## src/rtl/sfl_pkg.sv

```systemverilog
`timescale 1ns / 1ps
`default_nettype none
package sfl_pkg;

    // sample width and default delay line depth
    localparam int SampleW = 16;
    localparam int DefDepth = 2048;

    // configuration register indexes
    localparam logic [2:0] CfgBaseDelay = 3'd0;
    localparam logic [2:0] CfgSweep = 3'd1;
    localparam logic [2:0] CfgPhaseStep = 3'd2;
    localparam logic [2:0] CfgFeedback = 3'd3;
    localparam logic [2:0] CfgWetGain = 3'd4;
    localparam logic [2:0] CfgWaveShape = 3'd5;
    localparam logic [2:0] CfgInterp = 3'd6;
    localparam logic [2:0] CfgInvert = 3'd7;

    // LFO shapes
    localparam logic [1:0] WaveSine = 2'd0;
    localparam logic [1:0] WaveTri = 2'd1;
    localparam logic [1:0] WaveSquare = 2'd2;
    localparam logic [1:0] WaveSaw = 2'd3;

    // controller to datapath commands
    typedef struct packed {
        logic       ld_in;
        logic       lfo;
        logic       dly;
        logic       pos;
        logic       rd;
        logic       cap;
        logic [1:0] tap_k;
        logic       ch;
        logic       coef;
        logic       horn;
        logic [1:0] hstep;
        logic       lin;
        logic       wet;
        logic       fb;
        logic       wr;
        logic       ld_out;
        logic       adv;
    } t_cmd;

    typedef struct packed {
        logic cubic;
    } t_sts;

    // quarter-wave sine, Q15, 17 points
    function automatic logic [14:0] qsin(input logic [4:0] idx);
        logic [14:0] v;
        case (idx)
            5'd0: v = 15'd0;
            5'd1: v = 15'd3212;
            5'd2: v = 15'd6393;
            5'd3: v = 15'd9512;
            5'd4: v = 15'd12539;
            5'd5: v = 15'd15446;
            5'd6: v = 15'd18204;
            5'd7: v = 15'd20787;
            5'd8: v = 15'd23170;
            5'd9: v = 15'd25329;
            5'd10: v = 15'd27245;
            5'd11: v = 15'd28898;
            5'd12: v = 15'd30273;
            5'd13: v = 15'd31356;
            5'd14: v = 15'd32137;
            5'd15: v = 15'd32609;
            default: v = 15'd32767;
        endcase
        return v;
    endfunction

endpackage
`default_nettype wire

```

## src/rtl/sfl_ctrl.sv

```systemverilog
`timescale 1ns / 1ps
`default_nettype none
module sfl_ctrl (
    input  wire logic          i_clk,
    input  wire logic          i_rst_n,
    input  wire logic          i_in_valid,
    output logic               o_in_ready,
    output logic               o_out_valid,
    input  wire logic          i_out_ready,
    input  wire sfl_pkg::t_sts i_sts,
    output sfl_pkg::t_cmd      o_cmd
);

    localparam logic [3:0] S_IDLE = 4'd0;
    localparam logic [3:0] S_LFO  = 4'd1;
    localparam logic [3:0] S_DLY  = 4'd2;
    localparam logic [3:0] S_POS  = 4'd3;
    localparam logic [3:0] S_RADR = 4'd4;
    localparam logic [3:0] S_RDAT = 4'd5;
    localparam logic [3:0] S_COEF = 4'd6;
    localparam logic [3:0] S_HORN = 4'd7;
    localparam logic [3:0] S_LIN  = 4'd8;
    localparam logic [3:0] S_WET  = 4'd9;
    localparam logic [3:0] S_FB   = 4'd10;
    localparam logic [3:0] S_WR   = 4'd11;
    localparam logic [3:0] S_DONE = 4'd12;

    logic [3:0] r_state, n_state;
    logic [1:0] r_k, n_k;
    logic [1:0] r_h, n_h;
    logic       r_ch, n_ch;
    logic       r_ovld, n_ovld;
    logic       w_ld_out;

    assign o_in_ready  = (r_state == S_IDLE);
    assign o_out_valid = r_ovld;
    assign w_ld_out    = (r_state == S_DONE) && (!r_ovld || i_out_ready);

    // next state and counters
    always_comb begin
        n_state = r_state;
        n_k     = r_k;
        n_h     = r_h;
        n_ch    = r_ch;
        case (r_state)
            S_IDLE: if (i_in_valid) n_state = S_LFO;
            S_LFO:  n_state = S_DLY;
            S_DLY:  n_state = S_POS;
            S_POS: begin
                n_state = S_RADR;
                n_k     = 2'd0;
                n_ch    = 1'b0;
            end
            S_RADR: n_state = S_RDAT;
            S_RDAT: begin
                if (r_k == 2'd3) begin
                    n_state = i_sts.cubic ? S_COEF : S_LIN;
                end else begin
                    n_k     = r_k + 2'd1;
                    n_state = S_RADR;
                end
            end
            S_COEF: begin
                n_state = S_HORN;
                n_h     = 2'd0;
            end
            S_HORN: begin
                if (r_h == 2'd2) n_state = S_WET;
                else n_h = r_h + 2'd1;
            end
            S_LIN: n_state = S_WET;
            S_WET: n_state = S_FB;
            S_FB:  n_state = S_WR;
            S_WR: begin
                if (r_ch) begin
                    n_state = S_DONE;
                end else begin
                    n_ch    = 1'b1;
                    n_k     = 2'd0;
                    n_state = S_RADR;
                end
            end
            S_DONE: if (w_ld_out) n_state = S_IDLE;
            default: n_state = S_IDLE;
        endcase
    end

    // output beat holding
    always_comb begin
        n_ovld = r_ovld;
        if (r_ovld && i_out_ready) n_ovld = 1'b0;
        if (w_ld_out) n_ovld = 1'b1;
    end

    always_ff @(posedge i_clk) begin
        if (!i_rst_n) begin
            r_state <= S_IDLE;
            r_k     <= 2'd0;
            r_h     <= 2'd0;
            r_ch    <= 1'b0;
            r_ovld  <= 1'b0;
        end else begin
            r_state <= n_state;
            r_k     <= n_k;
            r_h     <= n_h;
            r_ch    <= n_ch;
            r_ovld  <= n_ovld;
        end
    end

    // command decode
    always_comb begin
        o_cmd        = '0;
        o_cmd.ld_in  = (r_state == S_IDLE) && i_in_valid;
        o_cmd.lfo    = (r_state == S_LFO);
        o_cmd.dly    = (r_state == S_DLY);
        o_cmd.pos    = (r_state == S_POS);
        o_cmd.rd     = (r_state == S_RADR);
        o_cmd.cap    = (r_state == S_RDAT);
        o_cmd.tap_k  = r_k;
        o_cmd.ch     = r_ch;
        o_cmd.coef   = (r_state == S_COEF);
        o_cmd.horn   = (r_state == S_HORN);
        o_cmd.hstep  = r_h;
        o_cmd.lin    = (r_state == S_LIN);
        o_cmd.wet    = (r_state == S_WET);
        o_cmd.fb     = (r_state == S_FB);
        o_cmd.wr     = (r_state == S_WR);
        o_cmd.ld_out = w_ld_out;
        o_cmd.adv    = w_ld_out;
    end

endmodule
`default_nettype wire

```

## config.mk

```make
export PLATFORM = sky130hd
export DESIGN_NAME = sfl_ctrl
export DESIGN_NICKNAME = d
export VERILOG_FILES = /design/src/rtl/sfl_pkg.sv /design/src/rtl/sfl_ctrl.sv
export SDC_FILE = /design/constraint.sdc
export NUM_CORES = 1
export LEC_CHECK = 0
export ABC_AREA = 1
export BUFFER_PORTS_ARGS = -buffer_cell sky130_fd_sc_hd__buf_2
export CAP_MARGIN = 20
export CORE_ASPECT_RATIO = 1.2
export CORE_UTILIZATION = 35
export CTS_CLUSTER_SIZE = 24
export DETAILED_ROUTE_END_ITERATION = 8
export GPL_ROUTABILITY_DRIVEN = 0
export HOLD_SLACK_MARGIN = 0.1
export PLACE_DENSITY = 0.65
export SYNTH_ARGS = -nofsm -noshare
export SYNTH_HDL_FRONTEND = slang
export SYNTH_SLANG_ARGS = --single-unit
```

## constraint.sdc

```tcl
create_clock -name i_clk -period 2 [get_ports i_clk]
set_input_delay 0 -clock i_clk [delete_from_list [all_inputs] [get_ports i_clk]]
set_output_delay 0 -clock i_clk [all_outputs]
set_load 0.01 [all_outputs]
```

; After elaboration in Yosys (flattened, before gate mapping)
; Index checks and enable logic that the tools add are counted.
; Widths: inputs -> output; s select.
[totals]
wordCells = 55
inputBits = 5
register_bits = 10
[op_classes]
n_eq_ne = 20
mux = 15
n_reduce_logical = 13
addsub = 2
[ops]
columns = op, count
row1 = $pmux 4 s13, 1
row2 = $mux 4, 6
row3 = $eq 4x4->1 const B, 5
row4 = $eq 4x3->1 const B, 4
row5 = $ne 2x2->1 const B, 5
row6 = $eq 4x2->1 const B, 2
row7 = $mux 2, 3
row8 = $pmux 2 s3, 1
row9 = $reduce_and 3->1, 2
row10 = $reduce_bool 2->1, 3
row11 = $add 2x1->2 const B, 2
row12 = $eq 2x2->1 const B, 2
row13 = $eq 4x1->1 const B, 1
row14 = $logic_not 4->1, 1
row15 = $pmux 2 s2, 1
row16 = $logic_and 1x1->1, 3
row17 = $reduce_bool 3->1, 1
row18 = $mux 1, 2
row19 = $ne 2x1->1 const B, 1
row20 = $pmux 1 s2, 1
row21 = $reduce_and 2->1, 1
row22 = $logic_not 1->1, 1
row23 = $logic_or 1x1->1, 1

; Logic depth before layout (Yosys ltp)
; Gate-level depths: netlist (run 1).
[logic_depth]
word_depth = 5
ltp_mapped = 9
mapped_depth_nobuf = 9

; Worst setup path before layout (run 1)
; No wires, ideal clock.
[synth_path]
path_type = register -> register
start = register r_h[0]
end = register r_h[0]
n_path_buf = 0
setup_time_ps = 115
path_stages_with_launch = 9
arrival_time_ps = 1032
required_ps = 1885
period_less_slack_ps = 1147
slack_ps = 853
cell_sequence = dfxtp_1 > inv_1 > ha_1 > inv_1 > nand2_4 > nand2_2 > inv_2 > a21oi_2 > nor2_1
[synth_via]
elab_chain_cells = 3
word_cells_on_any_way = 6
cone_classes = add/sub: 1 / eq/ne: 2 / mux: 2 / reduce/logical: 1
[synth_lines]
columns = element, line
row1 = from (decl), sfl_ctrl.sv:30  ; logic [1:0] r_h, n_h;
row2 = from (signal assigned), sfl_ctrl.sv:105  ; r_h <= n_h;
row3 = $add 2x1->2 / $eq 2x2->1 (equally long branches), "sfl_ctrl.sv:69, sfl_ctrl.sv:68"
row4 = $mux 2 / $ne 2x2->1 (equally long branches), n/a
row5 = $pmux 2 s2 / $reduce_and 2->1 (equally long branches), n/a
; Parallel ways exist; a longest one is shown, timed or not. The select of a mux whose other input is x is not followed.
; A chain may end at the register's enable or synchronous reset.

==> flow_summary.ini, run 1 <==
[place]
dpl_cell_area_sq_um = 867
io_buffers = 25
dp_hpwl_mm = 1.44

[global_routing]
grt_pass1_vias = 741
grt-ovfl-total = 0
grt_pass1_wl_mm = 3.06
track_usage = 0.176
grt_max_degree = 9
antenna_found_initial = 0

[setup_path]
worstSetupPathType = flop to primary output
critPathCaptureType = primary output
r2r_slack_ns = 0.75
cp-start-kind = flop
arrival_ns = 1.37
critPathRequiredTime_ns = 2.00
crit_fanout = 5

[outcome]
status = complete, but fails checks
violations = design-rule violations

[cts]
cts_buffers = 3
clockBufferDepth = 2
cts.sinks = 10
h-tree-depth = 1
tritoncts = done
clk_latency_ns = 0.27
cts_root_buf = clkbuf_4
cts-resized-gates = 0
postCtsSetupRepairBufs = 0
clk_pin_slew_ns = 0.07
postCtsHoldBufs = 2

[synthesis]
synthFlopType = dfxtp_1
synth_cells = 113
synth_edf_count = 0
yosys-top-cells-area = dfxtp_1 27%, nor2_1 13%, nand2_1 6.5%
ys_warn_count = 0
synth_area_leader_cell = dfxtp_1
syn_nets = 120
yosys.cell_types.count = 21
synth.avg_cell_area_sq_um = 6.62
yosysTopAreaCellShare = 0.268
synth-async-reset-ratio = 0
yosysSeqAreaShare = 0.268
ys_seq_elements = 10
syn_area_sq_um = 748

[cells_and_area]
nets = 148
fillers = 217
syn_to_final_growth_pct = 23.4
drive_gt1_frac = 0.393
num_antenna_cells = 0
final_area_sq_um = 923
mostFrequentLayoutCells = 25 x nor2_1, 25 x buf_2, 13 x nand2_1

[drt]
post_drt_wl_per_cell_um = 11.3
antenna_left = 0
drc_errors = 3
viasPerCell = 4.94
drt_iter0_markers = 14
wl_mm = 1.80
via_count = 785
first_pass_iters = 6

[hold_path]
hp-class = primary input to flop

[die]
rows = 17
die_h_um = 52.7
ios = 26
core_area_sq_um = 1910
dieWidth_um = 44.2
die-area_sq_um = 2330
initial_core_util = 0.391

[sta]
rsz0062_at_grt = no
tns_ns = 0
period_minus_slack_ns = 1.37
skew_ns = 0.000295
hold_viol = 0
finalCritPeriodShare = 0.684
fmax_mhz = 731
drv_slew = 0
relSlewSlack = 0.816
tightest_slew_ns = 0.276
setup_viol_count_final = 0

[power]
power_density_nw_per_um2 = 838
ir_drop_uv = 666
p_leak_nw = 0.519

[run]
maxCapViolCount = 0
==> critical path: stages, from the launching register on <==
cell and delay (ns):
dfxtp_1 0.38, nor2_1 0.23, inv_1 0.15, nor3_2 0.17, buf_2 0.17
==> power by group <==
group	switching, mW	internal [mW]
clock	0.0785	0.111
combinational	0.210	0.111
sequential	0.0409	0.222
total	0.330	0.444
==> layer usage <==
layer / up-vias / share of wire / GRT usage
li1: 409 / - / -
met1: 354 / 0.45 / 0.206
met2: 22 / 0.50 / 0.314
met3: 0 / 0.057 / 0.0552
met4: 0 / 0 / 0.0303
met5: - / 0 / 0
==> cells in the mapped netlist, types with 2 or more instances <==
library cell,count
nor2_1,25
nand2_1,13
inv_1,12
dfxtp_1,10
a21oi_1,6
inv_2,6
nand2_2,6
nand3_1,6
buf_4,4
nor2_2,4
nor3_1,4
nand2_4,3
o21ai_1,3
a21oi_2,2
ha_1,2
nand3_2,2
==> cell families (layout without fill, tap and decap cells) <==
kind of cell,Yosys count,count (layout),share of synthesized area
DFF,10,10,0.268
and+or+nand+nor,67,67,0.477
buffers and inverters,22,49,0.130
AOI/OAI and AO/OA,12,12,0.0920
adders and majority gates,2,2,0.0334
==> path summary, 6_finish.rpt <==
kind / startpoint / endpoint / cells after the start
hold / removal: i_sts / r_state[2] / 5
setup / recovery: r_state[0] / o_cmd[0] / 4
hold reg to reg: r_k[1] / r_k[1] / 2
setup reg to reg: r_state[1] / r_h[0] / 7
==> area by class of cell <==
type                    instances  area [sq um]  area share
repair buffers                 27           145       0.157
well taps                      19          23.8      0.0257
clock buffers                   4          36.3      0.0393
flip-flops and latches         10           200       0.217
inverters                      18          67.6      0.0732
multi-input cells              81           450       0.488
==> flip-flops by register name (all words and copies together) (netlist names) <==
name / count
r_ch: 1
r_h: 2
r_state: 4
o_out_valid: 1
r_k: 2
==> metrics by stage <==
| stage | setup slack [ns] | hold WS, ns | instances | power, mW | util |
|---|---|---|---|---|---|
| 2_1_floorplan | 0.853 | 0.0976 | 113 | 0.495 | - |
| 3_3_place_gp | 0.752 | 0.231 | 153 | 0.583 | 0.453 |
| 3_5_place_dp | 0.748 | 0.234 | 153 | 0.587 | 0.453 |
| 4_1_cts | 0.610 | 0.169 | 159 | 0.780 | 0.482 |
| 5_1_grt | 0.497 | 0.189 | 159 | 0.824 | 0.482 |
| 6_report | 0.632 | 0.173 | 159 | 0.774 | 0.482 |
Note: power is estimated with default switching activity, not from simulation.
==> run 2, diff against run 1 <==
==> constraint.sdc (replaced) <==
create_clock -name i_clk -period 1.3 [get_ports i_clk]
set_input_delay 0 -clock i_clk [delete_from_list [all_inputs] [get_ports i_clk]]
set_output_delay 0 -clock i_clk [all_outputs]
set_load 0.01 [all_outputs]
==> run 2 against run 1 <==
Net effect: the flow still finishes with violations (design-rule violations); worst hold slack improved by 0.019 ns; combinational power increased by 68%; wire length decreased by 0.17%; non-clock buffer count increased by 5; critical path depth increased by 1; register-to-register slack got worse by 0.63 ns; highest routed layer is now met4; sequential share of layout area decreased by 0.30 points; critical endpoint is now o_cmd[4].
==> flow_summary.ini, run 2 (synthesis results as in run 1) <==
[outcome]
status = complete, but fails checks
violations = design-rule violations

[power]
total_power_mw = 1.18
ir_drop_uv = 703
power_density_nw_per_um2 = 1230
p_leak_nw = 0.533

[cts]
cts_buffers = 3
clockBufferDepth = 2
cts.sinks = 10
clk_latency_ns = 0.27
h-tree-depth = 1
tritoncts = done
cts_root_buf = clkbuf_4
clk_pin_slew_ns = 0.07

[drt]
viasPerCell = 5.00
first_pass_iters = 9
drt_iter0_markers = 18
antenna_left = 0
post_drt_wl_per_cell_um = 11.0
wl_mm = 1.79
drc_errors = 2
via_count = 815

[setup_path]
slowest_delay_ns = 0.35
worstReg2RegEnd = r_state[3]
path_cells = inv_2 -> nand2_2 -> buf_4 -> nor2_1 -> buf_2
reg2regPathDepth = 7
worstSetupPathType = flop to primary output
arrival_ns = 1.22
crit_fanout = 5
cp-start-kind = flop
critPathCaptureType = primary output
critPathRequiredTime_ns = 1.30
r2r_start = r_k[0]
slowest_stage = dfxtp_2
r2r_slack_ns = 0.12

[global_routing]
grt-ovfl-total = 0
antenna_found_initial = 0
grt_max_degree = 9
grt_pass1_wl_mm = 2.85
grt_pass1_vias = 713
track_usage = 0.167

[die]
rows = 17
ios = 26
core_area_sq_um = 1910
dieWidth_um = 44.2
initial_core_util = 0.391
die-area_sq_um = 2330
die_h_um = 52.7

[sta]
rsz0062_at_grt = no
fin_ws_ns = 0.0784
relSlewSlack = 0.830
fmax_mhz = 819
finalCritPeriodShare = 0.940
setup_viol_count_final = 0
tightest_slew_ns = 0.254
period_minus_slack_ns = 1.22
hold_viol = 0
skew_ns = 0.00347
tns_ns = 0
drv_slew = 0

[run]
maxCapViolCount = 0

[cells_and_area]
fillers = 200
top_regs = r_state (4), r_h (2), r_k (2)
num_antenna_cells = 0
layout_commonest_cell = buf_2
drive_gt1_frac = 0.458
nets = 153
final_area_sq_um = 960
mostFrequentLayoutCells = 25 x buf_2, 23 x nor2_1, 13 x nand2_1
largest_reg_flops = 4
stdcell_count = 163
regMostFlops = r_state
syn_to_final_growth_pct = 28.3

[place]
dp_hpwl_mm = 1.41
io_buffers = 25
dpl_cell_area_sq_um = 882
place_inst = 155
pre_cts_slack_ns = 0.0596

[hold_path]
hp-class = primary input to flop
hold_start = i_sts
worstHoldEndpoint = r_state[2]
hold_depth = 5
## run 2: changes by cell type in the layout (fill, tap and decap cells not counted), moves of 2 or more
cell,previous run,this run
buf_4,0,5
nor2_2,4,6
dfxtp_1,10,6
dfxtp_2,0,4
nor2_1,25,23
## run 2: through the flow
stage          hold WS, ns   util
3_3_place_gp         0.236  0.461
6_report             0.192  0.501
3_5_place_dp         0.233  0.461
2_1_floorplan       0.0976      -
4_1_cts              0.193  0.488
5_1_grt              0.230  0.501
## run 2: critical path: cells and delay by family (launching register included)
kind	cells	cell delay, ns
and+or+nand+nor	2	0.20
buffers and inverters	3	0.40
DFF	1	0.35
## run 2: layout make-up
| class | count | area (sq um) | share of cell area |
|---|---|---|---|
| multi-input combinational | 81 | 458 | 0.477 |
| sequential | 10 | 205 | 0.214 |
| timing repair buffer | 32 | 183 | 0.190 |
| inverter | 18 | 67.6 | 0.0704 |
| tap | 19 | 23.8 | 0.0248 |
| clock buffer | 3 | 22.5 | 0.0235 |
## run 2: worst max path at each step
stage,startpoint,endpoint,cells after the start
after global placement,r_state[1],r_h[0],7
after floorplan,r_h[0],r_h[0],8
after global routing,r_state[1],o_cmd[1],4
after detailed placement,r_state[1],r_h[0],7
after CTS,r_state[2],o_cmd[4],5
final,r_state[2],o_cmd[4],5
## run 2: metal layers
layer	vias up	share of wire	GRT usage	routed length, um
li1	417	-	-	-
met1	367	0.46	0.192	816
met2	26	0.47	0.294	848
met3	5	0.053	0.0207	95
met4	0	0.018	0.0909	33
met5	-	0	0	0
## run 2: timing repair
item,CTS,global route
hold buffers,2,0
endpoints found under the setup margin,3,15
endpoints found under the hold margin,5,0
gates resized for setup,1,6
buffers inserted,1,2
pin swaps,1,0
## run 2: power by group
part | switching (mW) | leakage (nW) | internal (mW)
Sequential | 0.0691 | 0.0827 | 0.349
Clock | 0.113 | 0.0138 | 0.107
Combinational | 0.333 | 0.436 | 0.207
